[config.mk]
export PLATFORM = sky130hd
export DESIGN_NAME = timestamped_block_framer
export DESIGN_NICKNAME = d
export VERILOG_FILES = /design/src/rtl/tbf_pkg.sv /design/src/rtl/tbf_buffer.sv /design/src/rtl/timestamped_block_framer.sv
export VERILOG_INCLUDE_DIRS = /design/src /design/src/rtl
export SDC_FILE = /design/constraint.sdc
export NUM_CORES = 2
export LEC_CHECK = 0
export ABC_AREA = 1
export BUFFER_PORTS_ARGS = -buffer_cell sky130_fd_sc_hd__buf_2
export CORE_MARGIN = 5
export CORE_UTILIZATION = 37
export DETAILED_ROUTE_END_ITERATION = 6
export GPL_TIMING_DRIVEN = 0
export SYNTH_ARGS = -nofsm -noshare
export SYNTH_HDL_FRONTEND = slang
export SYNTH_SLANG_ARGS = --single-unit
[constraint.sdc]
create_clock -name clk -period 3.84 [get_ports clk]
set_input_delay 0.96 -clock clk [delete_from_list [all_inputs] [get_ports clk]]
set_output_delay 0.96 -clock clk [all_outputs]
set_load 0.03 [all_outputs]
[src/rtl/timestamped_block_framer_defines.svh]
// assertion macros used by the framer rtl
`ifndef TIMESTAMPED_BLOCK_FRAMER_DEFINES_SVH
`define TIMESTAMPED_BLOCK_FRAMER_DEFINES_SVH

// same-cycle implication
`define TBF_ASSERT_NOW(lbl, pre, post) \
	lbl: assert property (@(posedge clk) disable iff (!arst_n) (pre) |-> (post)) \
		else $error("tbf check failed");

// next-cycle implication
`define TBF_ASSERT_NEXT(lbl, pre, post) \
	lbl: assert property (@(posedge clk) disable iff (!arst_n) (pre) |=> (post)) \
		else $error("tbf check failed");

`endif

[src/rtl/tbf_pkg.sv]
package tbf_pkg;

	localparam int MAX_BLOCK_BYTES_DEF = 128;

	typedef enum logic [1:0] {
		CMD_WRITE  = 2'd0,
		CMD_LENGTH = 2'd1,
		CMD_STAMP  = 2'd2,
		CMD_FLUSH  = 2'd3
	} cmd_t;

	localparam logic [21:0] LEN_ONE_MAX = 22'h7F;
	localparam logic [21:0] LEN_TWO_MAX = 22'h3FFF;

	typedef logic [1:0] lane_t;

	typedef struct packed {
		logic  wr_en;
		logic  rd_en;
		lane_t lane;
	} buf_ctl_t;

endpackage

[src/rtl/tbf_buffer.sv]
module tbf_buffer
	import tbf_pkg::*;
#(
	parameter int MaxBlockBytes = MAX_BLOCK_BYTES_DEF,
	localparam int Words = (MaxBlockBytes + 3) / 4,
	localparam int AddrW = (Words > 1) ? $clog2(Words) : 1
) (
	input  logic                       clk,
	input  buf_ctl_t                   ctl,
	input  logic [AddrW-1:0]           wr_addr,
	input  logic [7:0]                 wr_data,
	input  logic [AddrW-1:0]           rd_addr,
	output logic [3:0][7:0]            rd_data
);

	logic [3:0][7:0] mem_q [Words];

	// lane 0 is the first byte of a word, held in the top bits
	always_ff @(posedge clk) begin
		if (ctl.wr_en) begin
			mem_q[wr_addr][~ctl.lane] <= wr_data;
		end
		if (ctl.rd_en) begin
			rd_data <= mem_q[rd_addr];
		end
	end

endmodule

[src/rtl/timestamped_block_framer.sv]
// a flush enters ST_HDR, which then registers the first frame word into word_q
// throughput: one frame word per cycle while frame_stall is low
// a write or flush holds off input until its bytes are stored or its frame words are sent
// arst_n clears the byte count, the timestamp, the sequencer and the output valid
// buffer contents are not cleared; bytes past the count are masked to zero
`include "timestamped_block_framer_defines.svh"

module timestamped_block_framer
	import tbf_pkg::*;
#(
	parameter int MaxBlockBytes = MAX_BLOCK_BYTES_DEF
) (
	input  logic        clk,
	input  logic        arst_n,
	input  logic        item_valid,
	output logic        item_stall,
	input  logic [1:0]  cmd,
	input  logic [31:0] value,
	input  logic [2:0]  nbytes,
	input  logic        stamp_flush,
	output logic        frame_valid,
	input  logic        frame_stall,
	output logic [31:0] word,
	output logic        last
);

	localparam int Words  = (MaxBlockBytes + 3) / 4;
	localparam int AddrW  = (Words > 1) ? $clog2(Words) : 1;
	localparam int CountW = $clog2(MaxBlockBytes + 1);

	typedef enum logic [4:0] {
		ST_IDLE  = 5'b00001,
		ST_BYTES = 5'b00010,
		ST_HDR   = 5'b00100,
		ST_DATA  = 5'b01000,
		ST_STAMP = 5'b10000
	} state_t;

	state_t             state_q;
	logic [CountW-1:0]  count_q;
	logic [31:0]        stamp_q;
	logic [31:0]        new_stamp_q;
	logic               stamp_pend_q;
	logic [3:0][7:0]    bytes_q;
	logic [2:0]         nb_q;
	logic [AddrW-1:0]   widx_q;
	logic               valid_q;
	logic [31:0]        word_q;
	logic               last_q;

	logic               out_free;
	logic               emit;
	logic               full;
	logic [2:0]         nb_clamp;
	logic [21:0]        len_v;
	logic [AddrW-1:0]   last_widx;
	logic               last_word;
	buf_ctl_t           buf_ctl;
	logic [AddrW-1:0]   wr_addr;
	logic [AddrW-1:0]   rd_addr;
	logic [3:0][7:0]    rd_data;
	logic [3:0][7:0]    data_word;

	assign item_stall  = (state_q != ST_IDLE);
	assign frame_valid = valid_q;
	assign word        = word_q;
	assign last        = last_q;

	assign out_free  = !valid_q || !frame_stall;
	assign emit      = out_free && (state_q inside {ST_HDR, ST_DATA, ST_STAMP});
	assign full      = (count_q == CountW'(MaxBlockBytes));
	assign nb_clamp  = (nbytes > 3'd4) ? 3'd4 : nbytes;
	assign len_v     = value[21:0];
	assign last_widx = AddrW'((count_q - CountW'(1)) >> 2);
	assign last_word = (widx_q == last_widx);

	always_comb begin
		buf_ctl.wr_en = (state_q == ST_BYTES) && !full;
		buf_ctl.lane  = count_q[1:0];
		buf_ctl.rd_en = out_free && ((state_q == ST_HDR) || ((state_q == ST_DATA) && !last_word));
		wr_addr       = AddrW'(count_q >> 2);
		rd_addr       = (state_q == ST_HDR) ? '0 : AddrW'(widx_q + 1'b1);
	end

	// zero the bytes past the count in the final word
	always_comb begin
		for (int l = 0; l < 4; l++) begin
			if (!last_word || (count_q[1:0] == 2'd0) || (2'(l) < count_q[1:0])) begin
				data_word[3 - l] = rd_data[3 - l];
			end else begin
				data_word[3 - l] = 8'h00;
			end
		end
	end

	tbf_buffer #(
		.MaxBlockBytes(MaxBlockBytes)
	) u_buffer (
		.clk     (clk),
		.ctl     (buf_ctl),
		.wr_addr (wr_addr),
		.wr_data (bytes_q[3]),
		.rd_addr (rd_addr),
		.rd_data (rd_data)
	);

	always_ff @(posedge clk or negedge arst_n) begin
		if (!arst_n) begin
			state_q      <= ST_IDLE;
			count_q      <= '0;
			stamp_q      <= '0;
			stamp_pend_q <= 1'b0;
			nb_q         <= '0;
			valid_q      <= 1'b0;
		end else begin
			if (emit) begin
				valid_q <= 1'b1;
			end else if (!frame_stall) begin
				valid_q <= 1'b0;
			end
			unique case (state_q)
				ST_IDLE: begin
					if (item_valid) begin
						case (cmd_t'(cmd))
							CMD_WRITE: begin
								bytes_q <= value << {3'd4 - nb_clamp, 3'b000};
								nb_q    <= nb_clamp;
								if (nb_clamp != 3'd0) begin
									state_q <= ST_BYTES;
								end
							end
							CMD_LENGTH: begin
								bytes_q <= {len_v > LEN_ONE_MAX, len_v[6:0],
									len_v > LEN_TWO_MAX, len_v[13:7], len_v[21:14], 8'h00};
								if (len_v > LEN_TWO_MAX) begin
									nb_q <= 3'd3;
								end else if (len_v > LEN_ONE_MAX) begin
									nb_q <= 3'd2;
								end else begin
									nb_q <= 3'd1;
								end
								state_q <= ST_BYTES;
							end
							CMD_STAMP: begin
								if (stamp_flush && (value > stamp_q) && (count_q != '0)) begin
									new_stamp_q  <= value;
									stamp_pend_q <= 1'b1;
									nb_q         <= '0;
									state_q      <= ST_HDR;
								end else begin
									stamp_q <= value;
								end
							end
							default: begin
								if (count_q != '0) begin
									nb_q    <= '0;
									state_q <= ST_HDR;
								end
							end
						endcase
					end
				end
				ST_BYTES: begin
					if (full) begin
						state_q <= ST_HDR;
					end else begin
						count_q <= count_q + 1'b1;
						bytes_q <= bytes_q << 8;
						nb_q    <= nb_q - 3'd1;
						if (nb_q == 3'd1) begin
							state_q <= ST_IDLE;
						end
					end
				end
				ST_HDR: begin
					if (out_free) begin
						word_q  <= 32'(count_q);
						last_q  <= 1'b0;
						widx_q  <= '0;
						state_q <= ST_DATA;
					end
				end
				ST_DATA: begin
					if (out_free) begin
						word_q  <= data_word;
						last_q  <= 1'b0;
						if (last_word) begin
							state_q <= ST_STAMP;
						end else begin
							widx_q <= AddrW'(widx_q + 1'b1);
						end
					end
				end
				ST_STAMP: begin
					if (out_free) begin
						word_q  <= stamp_q;
						last_q  <= 1'b1;
						count_q <= '0;
						if (stamp_pend_q) begin
							stamp_q      <= new_stamp_q;
							stamp_pend_q <= 1'b0;
						end
						state_q <= (nb_q != 3'd0) ? ST_BYTES : ST_IDLE;
					end
				end
				default: begin
					state_q <= ST_IDLE;
				end
			endcase
		end
	end

	`TBF_ASSERT_NOW(a_count_bound, 1'b1, count_q <= CountW'(MaxBlockBytes))
	`TBF_ASSERT_NOW(a_no_write_full, buf_ctl.wr_en, !full && (state_q == ST_BYTES))
	`TBF_ASSERT_NEXT(a_stamp_word, (state_q == ST_STAMP) && out_free,
		frame_valid && last && (word == $past(stamp_q)))
	`TBF_ASSERT_NEXT(a_flush_empties, (state_q == ST_STAMP) && out_free, count_q == '0)
	`TBF_ASSERT_NOW(a_hdr_nonempty, state_q == ST_HDR, count_q != '0)

endmodule
After elaboration in Yosys (flattened, before gate mapping):

Memory sizes are Yosys's and may differ from the RTL's. A register that Yosys moved wholly into a read port is not among the register bits.
Index checks and enable logic that the tools add are counted.

* flip-flop bits (word level): 152
* RAM bits: 1024
* input bits: 42
* output and inout bits: 35
* word-level logic and storage cells: 162
* memories kept: 1

Memory list
* u_buffer.mem_q: words 32, width 32, read ports 1, clocked after Yosys merged registers in 1, write ports 1, line tbf_buffer.sv:16 `logic [3:0][7:0] mem_q [Words];`

* add/subtract/negate cells: 5
* order comparisons: 10
* equality and inequality tests: 29
* shifts and indexed selects: 1
* mux-type cells: 61
* bitwise gates (word level): 1
* reduce and logical (&&, ||, !) cells: 40

Operator list (count)
* 32-bit 2-to-1 mux: 11
* 32-bit one-hot mux with 2 select lines: 3
* 32-bit one-hot mux with 3 select lines: 1
* 5-bit 2-to-1 mux: 14
* 8-bit 2-to-1 mux: 7
* 32-bit > comparator: 1
* 32-bit by 6-bit << shifter with 32-bit output: 1
* 5-bit AND reduction: 6
* 5-bit one-hot mux with 5 select lines: 1
* 22-bit by 14-bit > comparator with 1-bit output, second input constant: 1
* 22-bit by 7-bit > comparator with 1-bit output, second input constant: 1
* 2-bit != test, second input constant: 10
* 8-bit demux with 2-bit select: 1
* 8-bit one-hot mux with 2 select lines: 1
* 3-bit 2-to-1 mux: 5
* 5-bit one-hot mux with 3 select lines: 1
* 5-bit one-hot mux with 2 select lines: 1
* 2-bit nonzero test: 5
* 3-bit one-hot mux with 3 select lines: 1
* 9-bit AND reduction: 1
* 3-bit nonzero test: 3
* 8-bit by 1-bit adder with 8-bit output, second input constant: 1
* 8-bit equality test, second input constant: 1
* 1-bit 2-to-1 mux: 8
* 37 further kinds: 61

Depth between registers and ports, before layout:

* word-level depth: 8
* depth in mapped cells: 20
* gate-level depth less buffers: 19

Modules after synthesis:

A second synthesis with hierarchy kept.

* cell total of the unflattened synthesis: 4678
* area, all modules: 51968.6 um^2

Modules (own cells, without submodules)
* tbf_buffer: instances 1, cells an instance 3683, area an instance 43344.1 um^2, seq. area each 31710.4 um^2
* timestamped_block_framer: instances 1, cells an instance 995, area an instance 8624.5 um^2, seq. area each 4315.4 um^2

Worst setup path after synthesis:

No wires, ideal clock.

* kind: input-to-reg
* start point: in frame_stall
* end point: reg word_q[0], in the netlist word[0] (enable)
* arrival time: 3.413 ns
* data required time: 3.379 ns
* path slack: -0.034 ns
* stages on the path: 3
* buffers on the path: 0
* path through: nand2_1 inv_1 nor3_1

* longest elaborated chain between the ends: 4

RTL lines
* start, declared: line timestamped_block_framer.sv:22 `input logic frame_stall,`
* 1-bit zero test (*)
* 1-bit logical OR (*): line timestamped_block_framer.sv:69 `assign out_free = !valid_q || !frame_stall;`
* 2-bit != test (no line)
* 5-bit AND reduction (no line) (*)
* end signal, assigned: line timestamped_block_framer.sv:177 `word_q <= 32'(count_q);`
* end signal, assigned: line timestamped_block_framer.sv:185 `word_q <= data_word;`
* end signal, assigned: line timestamped_block_framer.sv:196 `word_q <= stamp_q;`
* end, declared: line timestamped_block_framer.sv:48 `logic [31:0] word_q;`

Mark *: on every way between the ends. The rest lies on a longest branch, timed or not.
A chain may end at the register's enable or synchronous reset.

Worst setup path in the final report:

* start point: reg count_q[2]
* end point: mem u_buffer.mem_q[27][28] (netlist bit) (enable)

* longest elaborated chain between the ends: 5

RTL lines
* start, declared: line timestamped_block_framer.sv:40 `logic [CountW-1:0] count_q;`
* start signal, assigned: line timestamped_block_framer.sv:167 `count_q <= count_q + 1'b1;`
* 8-bit equality test: line timestamped_block_framer.sv:71 `assign full = (count_q == CountW'(MaxBlockBytes));`
* 1-bit zero test: line timestamped_block_framer.sv:78 `buf_ctl.wr_en = (state_q == ST_BYTES) && !full;`
* 1-bit logical AND: line timestamped_block_framer.sv:78
* 1-bit 2-to-1 mux: line tbf_buffer.sv:20 `if (ctl.wr_en) begin`
* 32-bit 2-to-1 mux (implied by the code): line tbf_buffer.sv:21 `mem_q[wr_addr][~ctl.lane] <= wr_data;`
* end, declared: line tbf_buffer.sv:16

Parallel ways exist; a longest one is shown, timed or not.

==> flow_summary.ini <==
[status]
status = finished, violations left
violations = setup timing

[grt]
grt_pass1_wl_mm = 228
antenna_found_initial = 4
grt_max_degree = 54
track_usage_pct = 21.2
grt_pass1_vias = 33185
grt.overflow.total = 0

[place]
place.gp.congestion = 0.966
io_buffer_count = 76
dp_hpwl_mm = 112
dpl_worst_slack_ns = -0.541

[synthesis]
ys_ff_latch = 1208
async_flop_share_pct = 4.14
syn-num-nets = 4112
synth_warnings = 0
synth.top_cell.area_share_pct = 67.6
yosys.cell_count.top_type = edfxtp_1
synth-edff-count = 1158
yosysSeqAreaShare_pct = 70.1
syn_inst = 4025
ys_types = 50
synth.area.top_cells = edfxtp_1 (68%), o211ai_1 (5.7%), nand3_1 (4.5%), nand2_1 (3.4%), or2_1 (3.3%)
yosysTopAreaCell = edfxtp_1
synthFlopType = edfxtp_1
ys_top_cells_by_count = edfxtp_1 (1158), nand2_1 (471), nand3_1 (465)
syn_area_per_cell_um2 = 12.8
synth_area_um2 = 51400

[sta]
min_period_over_period_pct = 104
holdWs_ns = 0.297
finalHoldViolations = 0
clock_skew_ns = 0.0331
slew_headroom_pct = 4.84
max_freq_ghz = 0.251
setup_slack_ns = -0.149
setup_violations = 160
tns_ns = -12.24
finalCriticalPeriod_ns = 3.99
worst_pin_slew_ns = 1.42
rsz0062_at_grt = yes
slew_viol_final = 0

[routing]
drt_iter0_drc = 4251
via_count = 34602
wire_per_inst_um = 25.8
drt-vias-per-instance = 5.60
ant_nets = 0
drc = 0
routed_wirelength_mm = 159
firstDrtPassIters = 6

[finish]
fill_cells = 12543
final_core_util_pct = 43.2
area_growth_pct = 15.7
drive_gt1_share_pct = 12.1
n_antenna_cell = 0
nets = 4374

[die]
die_h_um = 383
core_area_um2 = 138000
start_util_pct = 37.3
die-width_um = 383
ios = 77
die_area_um2 = 147000
num_rows = 136

[pwr]
finalPower_w = 0.0397
power_density_nw_per_um2 = 668
power_leakage_nw = 19.9
vdd_drop_max_uv = 454

[critical_path]
crit_required_ns = 4.22
endpoint_kind = flop
critPathMaxFanout = 10
cp.arrival_ns = 4.36
path_class = flop to flop
worst_setup_path_start_kind = flop

[clocking]
clock_latency_ns = 0.76
htreeDepth = 4
numCtsBuffers = 132
tritoncts = done
clock-sinks = 1208
ctsHoldBuffers = 0
cts-root-buf = clkbuf_16
clk_path_buf_depth = 3
clk_pin_slew_worst_paths_ns = 0.06

[min_path]
hold_path.class = primary input to asynchronous set/reset pin

[job]
drv_cap = 0
[critical path, cell delays in order (launching register included)]
cell	delay (ns)
dfrtp_1	0.46
nor2_4	0.50
nand2_2	0.15
nor2_4	0.19
nand2_1	0.16
nand2_1	0.21
inv_2	0.13
nand2_1	0.40
buf_1	0.86
nor2_1	0.51
[cells in the final DEF, fill, tap and decap left out, types with 5 or more instances in the layout]
cell,n
edfxtp_1,1158
nand2_1,471
nand3_1,465
o211ai_1,390
or2_1,272
o21ai_0,211
buf_2,208
nor2_1,155
clkbuf_16,135
o21bai_1,128
clkbuf_1,126
inv_1,116
or2_0,82
dfrtp_1,49
ha_1,45
buf_16,45
or2_2,33
clkinv_1,31
a21oi_1,29
buf_1,21
clkinv_2,21
o21ai_1,17
nor3_1,17
nand4_1,16
nor2_2,15
clkbuf_2,14
a31oi_1,10
o22ai_1,9
a22oi_1,9
nor2_4,8
buf_4,8
o221ai_1,7
o2bb2ai_1,6
inv_2,5
[metrics by stage]
| stage | area [um^2] | instances |
|---|---|---|
| floorplan | 51400 | 4025 |
| CTS | 59400 | 6181 |
| global route | 59500 | 6183 |
| finish | 59500 | 6183 |
| global placement | 54100 | 5895 |
| detailed placement | 55400 | 5945 |
[per-layer routing]
layer	share of wire, %	track usage [%]	wire length, um
met4	3.6	7.63	5700
met1	41	29.3	66000
met5	0.0082	0	13
met2	45	33.0	72100
met3	9.7	5.06	15500
[flip-flops by register name, indices dropped and copies added, names as in the netlist]
signal	flops
u_buffer.mem_q	1024
bytes_q	32
new_stamp_q	32
stamp_q	32
u_buffer.rd_data	32
word	32
count_q	8
state_q	5
widx_q	5
nb_q	3
frame_valid	1
last	1
stamp_pend_q	1
[power breakdown]
| group | total (W) | internal (W) | switching, W |
|---|---|---|---|
| combinational | 0.0116 | 0.00340 | 0.00818 |
| sequential | 0.0163 | 0.0159 | 0.000381 |
| clock | 0.0119 | 0.00662 | 0.00529 |
[cell families (layout without fill, tap and decap cells)]
| family | after synthesis | count (layout) | share of synthesized area [%] |
|---|---|---|---|
| DFF | 1208 | 1208 | 70.1 |
| xor gates and xnor gates | 7 | 7 | 0.119 |
| adders and majority gates | 45 | 45 | 1.09 |
| AOI/OAI and AO/OA | 822 | 822 | 10.8 |
| buffers and inverters | 393 | 757 | 3.29 |
| and+or+nand+nor | 1550 | 1550 | 14.7 |
[cell type report]
| class | instances | area [um^2] | area share, % |
|---|---|---|---|
| flip-flops and latches | 1208 | 36000 | 60.6 |
| multi-input cells | 2424 | 13800 | 23.2 |
| clock buffers | 169 | 3530 | 5.93 |
| well taps | 1794 | 2240 | 3.77 |
| repair buffers | 128 | 1720 | 2.90 |
| plain buffers | 270 | 1230 | 2.07 |
| clock inverters | 67 | 493 | 0.829 |
| inverters | 123 | 464 | 0.780 |
[final timing paths]
kind / from / end / slack [ns] / cells after the start
worst max-delay path: count_q[2] / u_buffer.mem_q[27][28] / -0.15 / 9
worst min-delay path: arst_n / stamp_q[15] / 0.30 / 1
worst max register to register: count_q[2] / u_buffer.mem_q[27][28] / -0.15 / 9
worst min register to register: stamp_q[28] / stamp_q[28] / 0.47 / 2
max in group asynchronous: arst_n / nb_q[1] / 3.03 / 1
min in group clk: stamp_q[28] / stamp_q[28] / 0.47 / 2
[what timing repair did]
| item | 4_1_cts | 5_1_grt |
|---|---|---|
| resized for setup | 0 | 22 |
| endpoints found under the setup margin | 0 | 214 |
| buffers inserted | 0 | 0 |
(Power assumes the default switching activity.)
